## config.mk

```make
export PLATFORM = sky130hd
export DESIGN_NAME = uart_16550_register_file
export DESIGN_NICKNAME = d
export VERILOG_FILES = /design/src/rtl/core/uart_rf_pkg.sv /design/src/rtl/core/uart_16550_register_file.sv
export VERILOG_INCLUDE_DIRS = /design/src /design/src/rtl/core
export SDC_FILE = /design/constraint.sdc
export NUM_CORES = 1
export LEC_CHECK = 0
export BUFFER_PORTS_ARGS = -buffer_cell sky130_fd_sc_hd__buf_2
export CORE_UTILIZATION = 35
export DETAILED_ROUTE_END_ITERATION = 8
export PLACE_DENSITY = 0.59
export SETUP_SLACK_MARGIN = 0.02
export SYNTH_ARGS = -nofsm -noshare
export SYNTH_HDL_FRONTEND = slang
export SYNTH_SLANG_ARGS = --single-unit
```

## constraint.sdc

```tcl
create_clock -name i_clk -period 2.5 [get_ports i_clk]
set_input_delay 0 -clock i_clk [delete_from_list [all_inputs] [get_ports i_clk]]
set_output_delay 0 -clock i_clk [all_outputs]
set_load 0.005 [all_outputs]
```

## src/rtl/core/uart_16550_register_file_defines.svh

```systemverilog
// Assertion macros for the 16550-class UART register file.
// Included by the top level; the checks use the i_clk clock and the i_rst_n reset.
// The checks compile only when SYNTHESIS is not defined.
`ifndef UART_16550_REGISTER_FILE_DEFINES_SVH
`define UART_16550_REGISTER_FILE_DEFINES_SVH

`ifndef SYNTHESIS

// The property must hold at every clock edge outside reset.
`define UARTRF_ASSERT(lbl, prop) \
    lbl: assert property (@(posedge i_clk) disable iff (!i_rst_n) (prop)) \
        else $error("uart register file check failed");

// The expression must never be true outside reset.
`define UARTRF_NEVER(lbl, expr) \
    lbl: assert property (@(posedge i_clk) disable iff (!i_rst_n) !(expr)) \
        else $error("uart register file forbidden condition seen");

`else

`define UARTRF_ASSERT(lbl, prop)
`define UARTRF_NEVER(lbl, expr)

`endif

`endif

```

## src/rtl/core/uart_rf_pkg.sv

```systemverilog
// Shared types, codes and a helper function of the 16550-class UART register file.
// This file has no dependencies; the top level imports it.
package uart_rf_pkg;

    // Transaction kinds on the input channel.
    typedef enum logic [1:0] {
        CMD_READ    = 2'd0,
        CMD_WRITE   = 2'd1,
        CMD_RX      = 2'd2,
        CMD_TX_DONE = 2'd3
    } t_cmd;

    // Register offsets.
    localparam logic [2:0] OFF_RBR_THR = 3'd0;
    localparam logic [2:0] OFF_IER     = 3'd1;
    localparam logic [2:0] OFF_IIR_FCR = 3'd2;
    localparam logic [2:0] OFF_LCR     = 3'd3;
    localparam logic [2:0] OFF_MCR     = 3'd4;
    localparam logic [2:0] OFF_LSR     = 3'd5;
    localparam logic [2:0] OFF_MSR     = 3'd6;
    localparam logic [2:0] OFF_SCR     = 3'd7;

    // Interrupt identification codes, highest priority first.
    localparam logic [2:0] IIR_RLS  = 3'd6;
    localparam logic [2:0] IIR_RDA  = 3'd4;
    localparam logic [2:0] IIR_THRE = 3'd2;
    localparam logic [2:0] IIR_NONE = 3'd1;

    // Interrupt enable bit positions.
    localparam int unsigned IER_RDA_BIT  = 0;
    localparam int unsigned IER_THRE_BIT = 1;
    localparam int unsigned IER_RLS_BIT  = 2;

    // Line control bit that switches offsets 0 and 1 to the divisor latch.
    localparam int unsigned LCR_DLAB_BIT = 7;

    localparam int unsigned IER_W = 4;
    localparam int unsigned MCR_W = 5;
    localparam int unsigned ERR_W = 4;

    // Highest-priority pending interrupt for the given state.
    function automatic logic [2:0] int_ident(
        input logic [IER_W-1:0] ier,
        input logic [ERR_W-1:0] err,
        input logic             dr,
        input logic             thre_pend
    );
        logic [2:0] code;
        code = IIR_NONE;
        if (ier[IER_RLS_BIT] && (err != '0)) begin
            code = IIR_RLS;
        end else if (ier[IER_RDA_BIT] && dr) begin
            code = IIR_RDA;
        end else if (ier[IER_THRE_BIT] && thre_pend) begin
            code = IIR_THRE;
        end
        return code;
    endfunction

endpackage

```

## src/rtl/core/uart_16550_register_file.sv

```systemverilog
// Top level of the 16550-class UART register file in non-FIFO mode.
// Depends on uart_rf_pkg and on the assertion macros in uart_16550_register_file_defines.svh.
`include "uart_16550_register_file_defines.svh"

// This block holds the register file of a 16550-class UART without FIFOs.
// Every input transaction is a bus read, a bus write, a byte arriving from
// the receiver with its error flags, or a notice that the transmit shifter
// finished its byte. Every input transaction produces exactly one output
// transaction that carries the read data (zero for anything but a read),
// the interrupt line, a transmit hand-off strobe with its byte, the baud
// divisor and the line format bits, all as they stand after that
// transaction. The block accepts one transaction per clock cycle for as long
// as the output side keeps taking results. A transaction is captured in an
// input register, evaluated against the register state in shallow
// combinational logic and written into the output register, where the
// result is presented until the output side takes it. The output register
// parts the two channels: a new transaction is taken while a result waits,
// and the input stall rises only when the input register holds a
// transaction and the output register is full and stalled. Reading LSR
// clears the error bits, reading IIR while it reports the THRE code clears
// that interrupt, and reading RBR clears data ready; the modem status
// register reads as zero.
module uart_16550_register_file
    import uart_rf_pkg::*;
(
    input  logic        i_clk,
    input  logic        i_rst_n,

    input  logic        i_in_valid,
    output logic        o_in_stall,
    input  logic [1:0]  i_cmd,
    input  logic [2:0]  i_reg_offset,
    input  logic [7:0]  i_wdata,
    input  logic [7:0]  i_rx_byte,
    input  logic        i_rx_parity_error,
    input  logic        i_rx_framing_error,
    input  logic        i_rx_break,

    output logic        o_out_valid,
    input  logic        i_out_stall,
    output logic [7:0]  o_rdata,
    output logic        o_irq,
    output logic        o_tx_start,
    output logic [7:0]  o_tx_byte,
    output logic [15:0] o_divisor,
    output logic [6:0]  o_line_format
);

    // Input register.
    logic       r_s1_valid;
    logic [1:0] r_s1_cmd;
    logic [2:0] r_s1_offset;
    logic [7:0] r_s1_wdata;
    logic [7:0] r_s1_rx_byte;
    logic       r_s1_pe;
    logic       r_s1_fe;
    logic       r_s1_brk;

    // Register state of the UART.
    logic [7:0]       r_rx_holding;
    logic [7:0]       r_tx_holding;
    logic             r_tx_full;
    logic             r_tx_shifting;
    logic [IER_W-1:0] r_ier;
    logic [7:0]       r_lcr;
    logic [MCR_W-1:0] r_mcr;
    logic [7:0]       r_scratch;
    logic [7:0]       r_dll;
    logic [7:0]       r_dlm;
    logic             r_dr;
    logic [ERR_W-1:0] r_err;
    logic             r_thre_pending;

    // Next state.
    logic [7:0]       n_rx_holding;
    logic [7:0]       n_tx_holding;
    logic             n_tx_full;
    logic             n_tx_shifting;
    logic [IER_W-1:0] n_ier;
    logic [7:0]       n_lcr;
    logic [MCR_W-1:0] n_mcr;
    logic [7:0]       n_scratch;
    logic [7:0]       n_dll;
    logic [7:0]       n_dlm;
    logic             n_dr;
    logic [ERR_W-1:0] n_err;
    logic             n_thre_pending;

    // Output register and its next values.
    logic       r_out_valid;
    logic [7:0] r_rdata;
    logic       r_irq;
    logic       r_tx_start;
    logic [7:0] r_tx_byte;
    logic [7:0] n_rdata;
    logic       n_tx_start;
    logic [7:0] n_tx_byte;
    logic       n_irq;

    logic       dlab;
    logic       thre;
    logic       temt;
    logic [7:0] lsr;
    logic [2:0] cur_iid;

    // The input register moves on whenever the output register is empty or
    // being taken in this cycle. The state is updated by exactly the
    // transactions that move on, in the order they arrived.
    logic advance;
    logic consume;
    logic accept;

    assign advance    = !r_out_valid || !i_out_stall;
    assign consume    = r_s1_valid && advance;
    assign o_in_stall = r_s1_valid && !advance;
    assign accept     = i_in_valid && !o_in_stall;

    // Status views of the current state.
    assign dlab    = r_lcr[LCR_DLAB_BIT];
    assign thre    = !r_tx_full;
    assign temt    = thre && !r_tx_shifting;
    assign lsr     = {1'b0, temt, thre, r_err, r_dr};
    assign cur_iid = int_ident(r_ier, r_err, r_dr, r_thre_pending);

    always_comb begin
        n_rx_holding   = r_rx_holding;
        n_tx_holding   = r_tx_holding;
        n_tx_full      = r_tx_full;
        n_tx_shifting  = r_tx_shifting;
        n_ier          = r_ier;
        n_lcr          = r_lcr;
        n_mcr          = r_mcr;
        n_scratch      = r_scratch;
        n_dll          = r_dll;
        n_dlm          = r_dlm;
        n_dr           = r_dr;
        n_err          = r_err;
        n_thre_pending = r_thre_pending;
        n_rdata        = 8'd0;
        n_tx_start     = 1'b0;
        n_tx_byte      = 8'd0;

        case (t_cmd'(r_s1_cmd))
            CMD_READ: begin
                case (r_s1_offset)
                    OFF_RBR_THR: begin
                        if (dlab) begin
                            n_rdata = r_dll;
                        end else begin
                            n_rdata = r_rx_holding;
                            n_dr    = 1'b0;
                        end
                    end
                    OFF_IER: begin
                        n_rdata = dlab ? r_dlm : {{(8-IER_W){1'b0}}, r_ier};
                    end
                    OFF_IIR_FCR: begin
                        n_rdata = {5'd0, cur_iid};
                        if (cur_iid == IIR_THRE) begin
                            n_thre_pending = 1'b0;
                        end
                    end
                    OFF_LCR: n_rdata = r_lcr;
                    OFF_MCR: n_rdata = {{(8-MCR_W){1'b0}}, r_mcr};
                    OFF_LSR: begin
                        n_rdata = lsr;
                        n_err   = '0;
                    end
                    OFF_MSR: n_rdata = 8'd0;
                    OFF_SCR: n_rdata = r_scratch;
                    default: n_rdata = 8'd0;
                endcase
            end
            CMD_WRITE: begin
                case (r_s1_offset)
                    OFF_RBR_THR: begin
                        if (dlab) begin
                            n_dll = r_s1_wdata;
                        end else begin
                            n_tx_holding   = r_s1_wdata;
                            n_tx_full      = 1'b1;
                            n_thre_pending = 1'b0;
                            // An idle shifter takes the byte at once.
                            if (!r_tx_shifting) begin
                                n_tx_start     = 1'b1;
                                n_tx_byte      = r_s1_wdata;
                                n_tx_shifting  = 1'b1;
                                n_tx_full      = 1'b0;
                                n_thre_pending = 1'b1;
                            end
                        end
                    end
                    OFF_IER: begin
                        if (dlab) begin
                            n_dlm = r_s1_wdata;
                        end else begin
                            // Enabling the THRE interrupt with THR empty raises it.
                            if (r_s1_wdata[IER_THRE_BIT] && !r_ier[IER_THRE_BIT] &&
                                !r_tx_full) begin
                                n_thre_pending = 1'b1;
                            end
                            n_ier = r_s1_wdata[IER_W-1:0];
                        end
                    end
                    OFF_LCR: n_lcr     = r_s1_wdata;
                    OFF_MCR: n_mcr     = r_s1_wdata[MCR_W-1:0];
                    OFF_SCR: n_scratch = r_s1_wdata;
                    default: ;
                endcase
            end
            CMD_RX: begin
                // A byte over unread data is an overrun.
                n_err        = r_err | {r_s1_brk, r_s1_fe, r_s1_pe, r_dr};
                n_rx_holding = r_s1_rx_byte;
                n_dr         = 1'b1;
            end
            CMD_TX_DONE: begin
                if (r_tx_shifting) begin
                    if (r_tx_full) begin
                        n_tx_start     = 1'b1;
                        n_tx_byte      = r_tx_holding;
                        n_tx_full      = 1'b0;
                        n_thre_pending = 1'b1;
                    end else begin
                        n_tx_shifting = 1'b0;
                    end
                end
            end
            default: ;
        endcase

        n_irq = (int_ident(n_ier, n_err, n_dr, n_thre_pending) != IIR_NONE);
    end

    // Control and register state.
    always_ff @(posedge i_clk) begin
        if (!i_rst_n) begin
            r_s1_valid     <= 1'b0;
            r_out_valid    <= 1'b0;
            r_rx_holding   <= 8'd0;
            r_tx_holding   <= 8'd0;
            r_tx_full      <= 1'b0;
            r_tx_shifting  <= 1'b0;
            r_ier          <= '0;
            r_lcr          <= 8'd0;
            r_mcr          <= '0;
            r_scratch      <= 8'd0;
            r_dll          <= 8'd0;
            r_dlm          <= 8'd0;
            r_dr           <= 1'b0;
            r_err          <= '0;
            r_thre_pending <= 1'b0;
        end else begin
            if (accept) begin
                r_s1_valid <= 1'b1;
            end else if (consume) begin
                r_s1_valid <= 1'b0;
            end

            if (consume) begin
                r_out_valid <= 1'b1;
            end else if (!i_out_stall) begin
                r_out_valid <= 1'b0;
            end

            if (consume) begin
                r_rx_holding   <= n_rx_holding;
                r_tx_holding   <= n_tx_holding;
                r_tx_full      <= n_tx_full;
                r_tx_shifting  <= n_tx_shifting;
                r_ier          <= n_ier;
                r_lcr          <= n_lcr;
                r_mcr          <= n_mcr;
                r_scratch      <= n_scratch;
                r_dll          <= n_dll;
                r_dlm          <= n_dlm;
                r_dr           <= n_dr;
                r_err          <= n_err;
                r_thre_pending <= n_thre_pending;
            end
        end
    end

    // Payload registers need no reset.
    always_ff @(posedge i_clk) begin
        if (accept) begin
            r_s1_cmd     <= i_cmd;
            r_s1_offset  <= i_reg_offset;
            r_s1_wdata   <= i_wdata;
            r_s1_rx_byte <= i_rx_byte;
            r_s1_pe      <= i_rx_parity_error;
            r_s1_fe      <= i_rx_framing_error;
            r_s1_brk     <= i_rx_break;
        end
        if (consume) begin
            r_rdata    <= n_rdata;
            r_irq      <= n_irq;
            r_tx_start <= n_tx_start;
            r_tx_byte  <= n_tx_byte;
        end
    end

    assign o_out_valid   = r_out_valid;
    assign o_rdata       = r_rdata;
    assign o_irq         = r_irq;
    assign o_tx_start    = r_tx_start;
    assign o_tx_byte     = r_tx_byte;
    // Divisor and line format come straight from the state, which changes
    // only together with the output register.
    assign o_divisor     = {r_dlm, r_dll};
    assign o_line_format = r_lcr[6:0];

    // The input side stalls only behind a full, stalled output register.
    `UARTRF_ASSERT(a_stall_cause, o_in_stall |-> (o_out_valid && i_out_stall))
    // A pending THRE interrupt means the holding register is empty.
    `UARTRF_NEVER(a_thre_empty, r_thre_pending && r_tx_full)
    // A shown hand-off leaves the shifter busy and the holding register empty.
    `UARTRF_ASSERT(a_tx_handoff, (o_out_valid && o_tx_start) |-> (r_tx_shifting && !r_tx_full))

endmodule

```

==> flow_summary.ini <==
[status]
outcome = complete, no violations

[synthesis]
synth_warnings = 0
ys_ff_latch = 109
syn_inst = 428
ys_seq_area_share_pct = 53.9
synthArstFlopShare_pct = 0
syn_avg_cell_area_um2 = 11.3
synth_adder_area_share_pct = 0
synth_nets = 456
synth-edff-count = 42
synth_top_family_by_area = simple AND/OR/NAND/NOR gates
yosys.area_share.simple_pct = 17.4
synthXorXnorAreaFrac_pct = 0.181
yosysUniqueCellTypes = 55
syn_area_um2 = 4830
synthFlopType = dfxtp_1
synth_compound_area_share_pct = 11.5
muxShareOfSynthArea_pct = 12.5

[final_layout]
fillers = 1320
n_antenna_cell = 0
seq_area_um2 = 2600
nets = 550
multi_input_area_um2 = 2010
drive_gt1_share_pct = 24.1
area_delta_synth_final_pct = 22.9

[cts]
clk_path_buf_depth = 2
cts_setup_buffers = 0
tritoncts = built
cts_num_sinks = 109
clkTransAtPathRegs_ns = 0.07
cts_made_buffers = 9
insertion_delay_ns = 0.35
ctsHtreeMaxLevel = 3
clockRootBuffer = clkbuf_16

[die]
dieArea_um2 = 14300
dieWidth_um = 119
coreArea_um2 = 13300
start_util_pct = 36.2
rows = 42
die_h_um = 119
pin_count = 71

[worst_setup_path]
crit_arrival_ns = 2.34
critPathCaptureType = register
critPathRequiredTime_ns = 2.69
crit_path_start_kind = register
crit_fanout = 17
critPathKind = reg -> reg

[drt]
top_layer = met4
antenna_left = 0
dr.pass1.iters = 4
wl_per_cell_um = 17.9
wl_met3_um = 440
drt_iter0_markers = 156
drc_errors = 0
totalWireLength_mm = 12.6
wirelength_met1_mm = 6.12
met2WireLength_mm = 5.70
vias_per_cell = 5.07
vias = 3563

[sta]
period_minus_slack_ns = 2.15
relSlewSlack_pct = 57.5
finalHoldViolations = 0
setup_viol_count_final = 0
finClkSkew_ns = 0.00775
rsz0062_at_grt = no
period_share_pct = 86.0
tightest_slew_ns = 0.630
worst_slack_ns = 0.351
clock.fmax_mhz = 465
drv_slew = 0
fin_tns_setup_ns = 0

[power_and_ir_drop]
power_switching_w = 0.000808
p_clk_share_pct = 38.1
vdd_drop_max_v = 0.000405
p_seq_share_pct = 55.2
swShare_pct = 23.0
power_density_nw_per_um2 = 594
leakage_nw = 2.31
p_int_w = 0.00271
combPwrFrac_pct = 6.7

[placement]
dpl.hpwl_mm = 9.19
portBuffers = 70
gp_congestion = 0.863
dp_worst_setup_slack_ns = 0.378

[worst_hold_path]
hold_class = in -> reg

[grt]
grt_pass1_vias = 3579
grt_use_total_pct = 18.6
antenna_found_initial = 0
grt_overflow = 0
grt_pass1_wl_mm = 19.8
grt_max_degree = 34

[flow_run]
maxCapViolations = 0
layer usage:
metal | GRT usage, % | vias to the layer above
met1 | 25.1 | 1727
met4 | 8.20 | 0
met2 | 28.6 | 82
met3 | 3.93 | 17
li1 | - | 1737
met5 | 0 | -
layout make-up:
type | instances | share of cell area (%)
Clock buffer | 11 | 4.09
Clock inverter | 5 | 0.612
Inverter | 5 | 0.316
Multi-Input combinational cell | 276 | 33.9
Sequential cell | 109 | 43.9
Tap cell | 176 | 3.71
Timing Repair Buffer | 121 | 13.5
placed cells by master (no fill, tap or decap), drive strengths merged, types with 2 or more instances in the layout:
master,synthesis,final
nor4,3,3
a21oi,14,14
o31ai,2,2
a32oi,2,2
and2,4,4
nand2b,5,5
clkinv,0,2
clkinvlp,0,3
o2111ai,2,2
nand4,4,4
clkbuf,14,11
o21ai,6,6
and4,3,3
nand3b,2,2
nand2,28,28
inv,5,5
a22oi,4,4
dfxtp,67,67
a21boi,9,9
nor4b,2,2
a221oi,4,4
or2,3,3
nor2b,53,53
o21a,2,2
o221ai,2,2
nor3,5,5
mux2i,56,56
a31oi,8,8
nor3b,2,2
o2bb2ai,4,4
dlygate4sd3,0,26
buf,24,95
nor2,10,10
mux2,4,4
nand3,7,7
a22o,9,9
edfxtp,42,42
and3,4,4
flip-flops by register name (all words and copies together), names as in the netlist, 2 cells and up:
register / count
o_rdata: 8
o_tx_byte: 8
r_dll: 8
r_dlm: 8
r_err: 4
r_ier: 4
r_lcr: 8
r_mcr: 5
r_rx_holding: 8
r_s1_cmd: 2
r_s1_offset: 3
r_s1_rx_byte: 8
r_s1_wdata: 8
r_scratch: 8
r_tx_holding: 8
metrics by stage:
stage	std cells	utilization, %	total power [W]	area, µm²	hold WS [ns]
final	703	44.4	0.00352	5930	0.144
after global routing	703	44.4	0.00365	5930	0.184
after CTS	703	44.4	0.00357	5930	0.153
after detailed placement	661	40.4	0.00219	5390	0.179
after global placement	661	40.4	0.00219	5390	0.176
after floorplan	428	-	0.00209	4830	0.0989
path summary, 6_finish.rpt:
check / slack [ns] / cells after the start / from / end
min reg2reg: 0.50 / 2 / r_rx_holding[3] / r_rx_holding[3]
max: 0.35 / 4 / r_s1_offset[1] / o_irq
max reg2reg: 0.35 / 4 / r_s1_offset[1] / o_irq
min: 0.14 / 2 / i_rst_n / r_s1_valid
worst max-delay path, cell delays in order (launching register included):
cell       delay [ns]
edfxtp_1         0.63
or4_1            0.75
o32ai_2          0.30
a221oi_1         0.10
o2111ai_2        0.22
logic make-up (layout without fill, tap and decap cells):
family          count (synthesis)  in the layout
flops                         109            109
xor+xnor                        1              1
buf+inv                        43            142
mux                            60             60
compound gates                 75             75
simple gates                  140            140
cells in the mapped netlist, types with 4 or more instances:
cell	count	area, µm²
mux2_2	4	45.0
buf_2	13	65.1
nand2_1	28	105
nor2b_1	53	332
a22o_1	9	78.8
a22oi_1	4	30.0
nand2b_1	5	31.3
a21boi_0	9	67.6
and2_1	4	25.0
and3_1	4	25.0
inv_1	5	18.8
a21oi_1	14	70.1
a221oi_1	4	35.0
a31oi_1	8	50.1
dfxtp_1	67	1340
o21ai_0	6	30.0
nand4_1	4	25.0
edfxtp_1	42	1260
nand3_1	5	25.0
clkbuf_1	14	52.6
nor2_1	10	37.5
o2bb2ai_1	4	35.0
mux2i_1	56	561
nor3_1	4	20.0
buf_4	10	75.1
power groups by stage:
stage	clock [W]	sequential, W	combinational (W)
floorplan	0	0.00196	0.000131
global route	0.00144	0.00195	0.000258
CTS	0.00139	0.00194	0.000238
finish	0.00134	0.00195	0.000236
global placement	0	0.00199	0.000206
detailed placement	0	0.00199	0.000207
repair_timing:
item / CTS / global route
hold buffers: 26 / 0
endpoints found under the hold margin: 26 / 0
gates resized for setup: 0 / 0
Power figures use the tool's default switching activity.
